===== src/hdl/bdlp_pkg.sv =====
// Shared types and constants for the button debounce / long-press unit.
// No dependencies; used by bdlp_lane, bdlp_merge and the top level.
package bdlp_pkg;

  // Width and reset value of the hold (long-press) reload register
  localparam int unsigned HOLD_W = 16;
  localparam logic [HOLD_W-1:0] HOLD_TICKS_RESET = 16'd100;

  // Depth of the per-button sample history
  localparam int unsigned HIST_W = 3;
  localparam logic [HIST_W-1:0] HIST_RELEASED = {HIST_W{1'b1}};
  localparam logic [HIST_W-1:0] HIST_PRESSED  = {HIST_W{1'b0}};

  // Opcodes of the input beat
  localparam logic OP_TICK = 1'b0;
  localparam logic OP_READ = 1'b1;

  // Command broadcast to every lane on an accepted input beat
  typedef struct packed {
    logic step;    // input beat accepted this cycle
    logic opcode;  // OP_TICK or OP_READ
  } lane_cmd_t;

  // What one lane reports for the current beat
  typedef struct packed {
    logic press;
    logic long_press;
    logic level;
  } lane_res_t;

endpackage


===== src/hdl/button_debounce_long_press_unit.sv =====
// The result beat appears in the cycle after the input beat is accepted.
// Throughput: one tick or read per cycle unless the output stalls; one lane per
// button; the single output register takes a new beat as the old one is taken.
// Reset (rst, synchronous): buttons released, histories all ones, counters and
// the hold reload value at 100, all flags clear, no output beat pending.
module button_debounce_long_press_unit #(
  parameter int unsigned NUM_BUTTONS = 4
) (
  input  logic                        clk,
  input  logic                        rst,
  // configuration write channel
  input  logic                        cfg_valid,
  output logic                        cfg_ready,
  input  logic [bdlp_pkg::HOLD_W-1:0] hold_ticks,
  // input channel
  input  logic                        in_valid,
  output logic                        in_ready,
  input  logic                        opcode,
  input  logic [NUM_BUTTONS-1:0]      raw_levels,
  input  logic [NUM_BUTTONS-1:0]      clear_press_mask,
  input  logic [NUM_BUTTONS-1:0]      clear_long_mask,
  // output channel
  output logic                        out_valid,
  input  logic                        out_ready,
  output logic [NUM_BUTTONS-1:0]      press_flags,
  output logic [NUM_BUTTONS-1:0]      long_flags,
  output logic [NUM_BUTTONS-1:0]      stable_levels
);

  logic [bdlp_pkg::HOLD_W-1:0] reload_value;
  bdlp_pkg::lane_cmd_t         cmd;
  bdlp_pkg::lane_res_t         lane_res [NUM_BUTTONS];
  logic                        accept;

  // Take a new beat whenever the output register is free or being emptied
  assign in_ready  = !out_valid || out_ready;
  assign accept    = in_valid && in_ready;
  assign cmd       = '{step: accept, opcode: opcode};
  assign cfg_ready = 1'b1;

  // Hold the reload register
  always_ff @(posedge clk) begin
    if (rst) begin
      reload_value <= bdlp_pkg::HOLD_TICKS_RESET;
    end else if (cfg_valid) begin
      reload_value <= hold_ticks;
    end
  end

  // One lane per button
  for (genvar g = 0; g < NUM_BUTTONS; g++) begin : g_lane
    bdlp_lane u_lane (
      .clk          (clk),
      .rst          (rst),
      .cmd          (cmd),
      .raw          (raw_levels[g]),
      .clr_press    (clear_press_mask[g]),
      .clr_long     (clear_long_mask[g]),
      .reload_value (reload_value),
      .res          (lane_res[g])
    );
  end

  bdlp_merge #(
    .NUM_BUTTONS (NUM_BUTTONS)
  ) u_merge (
    .clk           (clk),
    .rst           (rst),
    .load          (accept),
    .lane_res      (lane_res),
    .out_ready     (out_ready),
    .out_valid     (out_valid),
    .press_flags   (press_flags),
    .long_flags    (long_flags),
    .stable_levels (stable_levels)
  );

endmodule


===== src/hdl/bdlp_lane.sv =====
// One button lane: sample history, debounced level, hold counter, sticky flags.
// Depends on bdlp_pkg.
module bdlp_lane (
  input  logic                        clk,
  input  logic                        rst,
  input  bdlp_pkg::lane_cmd_t         cmd,
  input  logic                        raw,
  input  logic                        clr_press,
  input  logic                        clr_long,
  input  logic [bdlp_pkg::HOLD_W-1:0] reload_value,
  output bdlp_pkg::lane_res_t         res
);

  logic [bdlp_pkg::HIST_W-1:0] hist, hist_next;
  logic                        level, level_next;
  logic [bdlp_pkg::HOLD_W-1:0] count, count_next, count_dec;
  logic                        press, press_next;
  logic                        long_press, long_next;
  logic                        agree;

  assign hist_next = {hist[bdlp_pkg::HIST_W-2:0], raw};
  assign agree     = (hist_next == bdlp_pkg::HIST_PRESSED) ||
                     (hist_next == bdlp_pkg::HIST_RELEASED);
  assign count_dec = count - 1'b1;

  // Work out the lane's next state for this beat
  always_comb begin
    level_next = level;
    count_next = count;
    press_next = press;
    long_next  = long_press;
    if (cmd.opcode == bdlp_pkg::OP_TICK) begin
      if (agree) begin
        if (hist_next[0] != level) begin
          level_next = hist_next[0];
          if (!hist_next[0]) begin
            press_next = 1'b1;
            count_next = reload_value;
          end
        end else if (count_dec == '0) begin
          count_next = reload_value;
          if (!level) long_next = 1'b1;
        end else begin
          count_next = count_dec;
        end
      end
    end else begin
      if (clr_press) press_next = 1'b0;
      if (clr_long)  long_next  = 1'b0;
    end
  end

  // Tick shows the updated state, read shows the flags before clearing
  always_comb begin
    if (cmd.opcode == bdlp_pkg::OP_TICK) begin
      res = '{press: press_next, long_press: long_next, level: level_next};
    end else begin
      res = '{press: press, long_press: long_press, level: level};
    end
  end

  // Hold state, advance on each accepted beat
  always_ff @(posedge clk) begin
    if (rst) begin
      hist       <= bdlp_pkg::HIST_RELEASED;
      level      <= 1'b1;
      count      <= bdlp_pkg::HOLD_TICKS_RESET;
      press      <= 1'b0;
      long_press <= 1'b0;
    end else if (cmd.step) begin
      if (cmd.opcode == bdlp_pkg::OP_TICK) hist <= hist_next;
      level      <= level_next;
      count      <= count_next;
      press      <= press_next;
      long_press <= long_next;
    end
  end

  // A press flag only appears on a sample tick
  a_press_on_tick: assert property (@(posedge clk) disable iff (rst)
    $rose(press) |-> $past(cmd.step && cmd.opcode == bdlp_pkg::OP_TICK))
    else $error("press flag set outside a sample tick");

  // A debounced fall always comes with a press flag
  a_fall_sets_press: assert property (@(posedge clk) disable iff (rst)
    $fell(level) |-> press)
    else $error("debounced press without press flag");

  // A long-press flag only rises while held, on a sample tick
  a_long_while_held: assert property (@(posedge clk) disable iff (rst)
    $rose(long_press) |-> !level && $past(cmd.step && cmd.opcode == bdlp_pkg::OP_TICK))
    else $error("long-press flag set while released or outside a tick");

endmodule


===== src/hdl/bdlp_merge.sv =====
// Merge stage: packs the lane results into flag vectors and holds the output beat.
// Depends on bdlp_pkg.
module bdlp_merge #(
  parameter int unsigned NUM_BUTTONS = 4
) (
  input  logic                       clk,
  input  logic                       rst,
  input  logic                       load,
  input  bdlp_pkg::lane_res_t        lane_res [NUM_BUTTONS],
  input  logic                       out_ready,
  output logic                       out_valid,
  output logic [NUM_BUTTONS-1:0]     press_flags,
  output logic [NUM_BUTTONS-1:0]     long_flags,
  output logic [NUM_BUTTONS-1:0]     stable_levels
);

  logic [NUM_BUTTONS-1:0] press_vec, long_vec, level_vec;

  // Gather one bit from each lane
  always_comb begin
    for (int i = 0; i < NUM_BUTTONS; i++) begin
      press_vec[i] = lane_res[i].press;
      long_vec[i]  = lane_res[i].long_press;
      level_vec[i] = lane_res[i].level;
    end
  end

  // Output valid: set on load, drop when taken
  always_ff @(posedge clk) begin
    if (rst) begin
      out_valid <= 1'b0;
    end else if (load) begin
      out_valid <= 1'b1;
    end else if (out_ready) begin
      out_valid <= 1'b0;
    end
  end

  // Output payload register
  always_ff @(posedge clk) begin
    if (load) begin
      press_flags   <= press_vec;
      long_flags    <= long_vec;
      stable_levels <= level_vec;
    end
  end

  // Every loaded beat is offered on the next cycle
  a_load_shows: assert property (@(posedge clk) disable iff (rst)
    load |=> out_valid)
    else $error("loaded beat not presented");

  // A pending beat is never overwritten
  a_no_overwrite: assert property (@(posedge clk) disable iff (rst)
    out_valid && !out_ready |-> !load)
    else $error("output beat overwritten while stalled");

  // Valid drops only after the beat was taken
  a_drop_after_take: assert property (@(posedge clk) disable iff (rst)
    $fell(out_valid) |-> $past(out_ready))
    else $error("output beat dropped without handshake");

endmodule

===== config.mk =====
export PLATFORM = sky130hd
export DESIGN_NAME = button_debounce_long_press_unit
export DESIGN_NICKNAME = d
export VERILOG_FILES = /design/src/hdl/bdlp_pkg.sv /design/src/hdl/button_debounce_long_press_unit.sv /design/src/hdl/bdlp_lane.sv /design/src/hdl/bdlp_merge.sv
export SDC_FILE = /design/constraint.sdc
export NUM_CORES = 1
export LEC_CHECK = 0
export ABC_CLOCK_PERIOD_IN_PS = 4900
export BUFFER_PORTS_ARGS = -buffer_cell sky130_fd_sc_hd__buf_2
export CELL_PAD_IN_SITES_DETAIL_PLACEMENT = 1
export CELL_PAD_IN_SITES_GLOBAL_PLACEMENT = 2
export CORE_ASPECT_RATIO = 0.9
export CORE_MARGIN = 1
export CORE_UTILIZATION = 30
export CTS_CLUSTER_SIZE = 8
export DETAILED_ROUTE_END_ITERATION = 7
export GPL_TIMING_DRIVEN = 0
export PLACE_DENSITY_LB_ADDON = 0.1
export RECOVER_POWER = 100
export SLEW_MARGIN = 20
export SYNTH_ARGS = -nofsm -noshare
export SYNTH_HDL_FRONTEND = slang
export SYNTH_SLANG_ARGS = --single-unit

===== constraint.sdc =====
create_clock -name clk -period 4.9 [get_ports clk]
set_input_delay 0.735 -clock clk [delete_from_list [all_inputs] [get_ports clk]]
set_output_delay 0.735 -clock clk [all_outputs]
set_load 0.02 [all_outputs]

==> metrics.md <==
| Metric | Value |
|---|---|
| Outcome | finished clean |
| WL final | around 29000 um |
| Final TNS setup | 0 ps |
| Post-route ant nets | 0 |
| Period utilisation layout | 0.878 |
| Clk slew on worst S/H paths | roughly 60 ps |
| Worst rel slew slack | 0.133 |
| Area of the die | 23700 um^2 |
| Vias per inst | 5.89 |
| Worst path required time | around 5200 ps |
| Clk_lat worst skew | 430 ps |
| Crit Path Max Fanout | 10 |
| Worst R2R Path Depth | 12 |
| DR pass1 iterations | 5 |
| Measured slew at the worst slew-check pin | 1290 ps |
| Final hold violations | 0 |
| Crit end category | flop |
| Clk root buf | clkbuf_16 |
| I/O Buffers | 44 |
| Post-DP HPWL | 20800 um |
| # fillers | approximately 2800 |
| H-tree depth | 4 |
| Postcts setup bufs | 0 |
| Die Y | 146 um |
| TritonCTS clock tree | yes |
| Final Setup Violations | 0 |
| Overflow after GRT | 0 |
| Post-synth EDFFs | 12 |
| Largest net degree at the start of global routing | 22 |
| # hold bufs at CTS | 0 |
| HP Class | flop to flop |
| VDD IR max | 186 uV |
| Initial antenna violation count | 0 |
| Critical Path End | g_lane[0].u_lane.count[12]$_SDFFE_PP0P_ |
| Iter 0 DRT Violations | 591 |
| Max clock buf depth | 2 |
| Final Max Tran Viols | 0 |
| Worst r2r dst | g_lane[0].u_lane.count[12]$_SDFFE_PP0P_ |
| Vias | 7409 |
| Final Hold Slack | 475 ps |
| Total Nets Final | 994 |
| Pleak | between 2 and 3 nW |
| Ports | 49 |
| Post-CTS Resized | 0 |
| Number of max-cap violations | 0 |
| Yosys reg bits | between 100 and 150 |
| Area Overhead vs Synth | 16.3% |
| Reg area | ~2400 um^2 |
| Synth Net Count | between 900 and 1000 |
| Ys async rst share | 0 |
| Cell Area, Synth | ~6900 um^2 |
| R2R Setup Slk | 600 ps |
| Skew final | around 15 ps |
| Pwr per Cell Area | 331 nW/um^2 |
| Diodes inserted | 0 |
| TritonCTS buffer count | 17 |
| Sequential area share after synthesis | 0.344 |
| Worst Path Arrival | between 4000 and 5000 ps |
| Vias in the first global route | 7336 |
| Synth cell types | 80 |
| GRT Util Overall | 0.246 |
| Die Wd | 162 um |
| Fmax | roughly 230 MHz |
| Wire per inst | roughly 23 um |
| Proportion of layout cells with a drive suffix above 1 | 0.0874 |
| Critical path launch point | g_lane[0].u_lane.count[0]$_SDFFE_PP0P_ |
| CORE AREA | 22600 um^2 |
| Wire length of the first global-routing pass | approximately 44000 um |
| Mapped Cells | 885 |
| Synth Area per Inst | 7.83 um^2 |
| Clock sink count | 113 |
| Critical R2R Launch | g_lane[0].u_lane.count[0]$_SDFFE_PP0P_ |
| GPL Wtd Cong | 0.872 |
| Startpoint type of the worst setup path | flop |
| Synthesis Warnings | 0 |
| FP Rows | 52 |
| Starting Density | 0.307 |
| Kind of critical path | flop to flop |
| Unrepaired setup endpoints after global routing | no |
| # DRC | 0 |
| Crit path time final | 4300 ps |
| Synth Flop Type | dfxtp_1 |
| Multi-input combinational cell area | between 4000 and 5000 um^2 |
[per-layer routing]
layer | share of wire | global-route usage
met3 | 0.051 | 0.0534
met5 | 0 | 0
met2 | 0.45 | 0.374
met4 | 0.034 | 0.104
met1 | 0.46 | 0.333
[cells by family after synthesis]
logic type,count (synthesis),synth area share
xor gates and xnor gates,11,0.0139
other,1,0.000541
AOI/OAI and AO/OA,224,0.223
and+or+nand+nor,388,0.293
DFF,113,0.344
buffers and inverters,109,0.0639
muxes,27,0.0408
adders and majority gates,12,0.0217
[flip-flops by register name (all words and copies together) (netlist names)]
name                      count
u_merge.stable_levels         4
g_lane.u_lane.long_press      4
reload_value                 16
u_merge.press_flags           4
g_lane.u_lane.count          64
g_lane.u_lane.press           4
u_merge.out_valid             1
u_merge.long_flags            4
g_lane.u_lane.level           4
g_lane.u_lane.hist            8
[cells in the final DEF, fill, tap and decap left out, drive strengths merged, types with 6 or more instances in the layout]
master	n
nor3b	7
ha	12
o21ai	56
o211ai	10
nor3	44
xor2	6
or2	6
o21bai	7
clkinv	6
nand4	14
o31ai	10
or3	20
inv	35
a31oi	13
a32o	7
nor4	23
dfxtp	101
nand2	74
edfxtp	12
a221oi	8
mux2i	23
o32ai	7
or4	17
clkbuf	101
a311oi	9
nor2	85
buf	39
and3	15
nand3	51
a21oi	41
[synthesized netlist by cell type, types with 8 or more instances]
master / instances / share of area
a21oi_1: 41 / 0.030
a221oi_1: 8 / 0.010
clkbuf_1: 53 / 0.029
a31oi_1: 13 / 0.012
o21ai_0: 55 / 0.040
and3_1: 15 / 0.014
dfxtp_1: 101 / 0.29
nor2_1: 85 / 0.046
o31ai_1: 9 / 0.0098
nand3_1: 51 / 0.037
a311oi_1: 9 / 0.011
or4_1: 16 / 0.017
mux2i_1: 23 / 0.033
nand4_1: 14 / 0.013
nand2_1: 74 / 0.040
buf_2: 12 / 0.0087
or3_1: 20 / 0.018
nor3_1: 43 / 0.031
edfxtp_1: 12 / 0.052
nor4_1: 22 / 0.020
ha_1: 12 / 0.022
o211ai_1: 10 / 0.011
inv_1: 35 / 0.019
[critical path: stages, from the launching register on]
cell      delay, ps
dfxtp_1         320
clkbuf_1        200
inv_1           100
ha_1            280
nor3b_1         960
nand4_1         450
xnor2_1         260
o41ai_1         390
clkbuf_1        470
buf_2           340
o21ai_0         130
a22oi_1         180
nor2_1           70
[through the flow]
step | util | std cells | setup slack [ps] | total power, mW | area, um^2
floorplan | - | 885 | 1710 | 1.24 | 6930
global placement | 0.333 | 1226 | 960 | 1.38 | 7520
detailed placement | 0.333 | 1226 | 870 | 1.40 | 7520
CTS | 0.360 | 1258 | 829 | 2.70 | 8130
global route | 0.357 | 1258 | 287 | 2.76 | 8060
finish | 0.357 | 1258 | 600 | 2.67 | 8060
[where the power goes]
part / internal, mW / switching, mW
Sequential: 0.968 / 0.0486
Clock: 0.816 / 0.478
Combinational: 0.107 / 0.249
Total: 1.89 / 0.776
[area by class of cell]
class | instances | share of cell area
clock buffer | 23 | 0.0619
clock inverter | 9 | 0.0129
timing repair buffer | 44 | 0.0252
multi-input combinational | 663 | 0.506
tap | 297 | 0.0461
inverter | 36 | 0.0168
buffer | 73 | 0.0354
sequential | 113 | 0.296
[worst min path at each step]
stage | startpoint | endpoint | slack [ps] | depth (start not counted)
floorplan | g_lane[0].u_lane.long_press$_SDFFE_PP0P_ | g_lane[0].u_lane.long_press$_SDFFE_PP0P_ | 430 | 2
global placement | g_lane[0].u_lane.long_press$_SDFFE_PP0P_ | g_lane[0].u_lane.long_press$_SDFFE_PP0P_ | 450 | 2
detailed placement | g_lane[0].u_lane.long_press$_SDFFE_PP0P_ | g_lane[0].u_lane.long_press$_SDFFE_PP0P_ | 460 | 2
CTS | g_lane[0].u_lane.long_press$_SDFFE_PP0P_ | g_lane[0].u_lane.long_press$_SDFFE_PP0P_ | 470 | 2
global route | g_lane[0].u_lane.long_press$_SDFFE_PP0P_ | g_lane[0].u_lane.long_press$_SDFFE_PP0P_ | 500 | 2
finish | g_lane[0].u_lane.long_press$_SDFFE_PP0P_ | g_lane[0].u_lane.long_press$_SDFFE_PP0P_ | 470 | 2
Note: power is estimated with default switching activity, not from simulation.
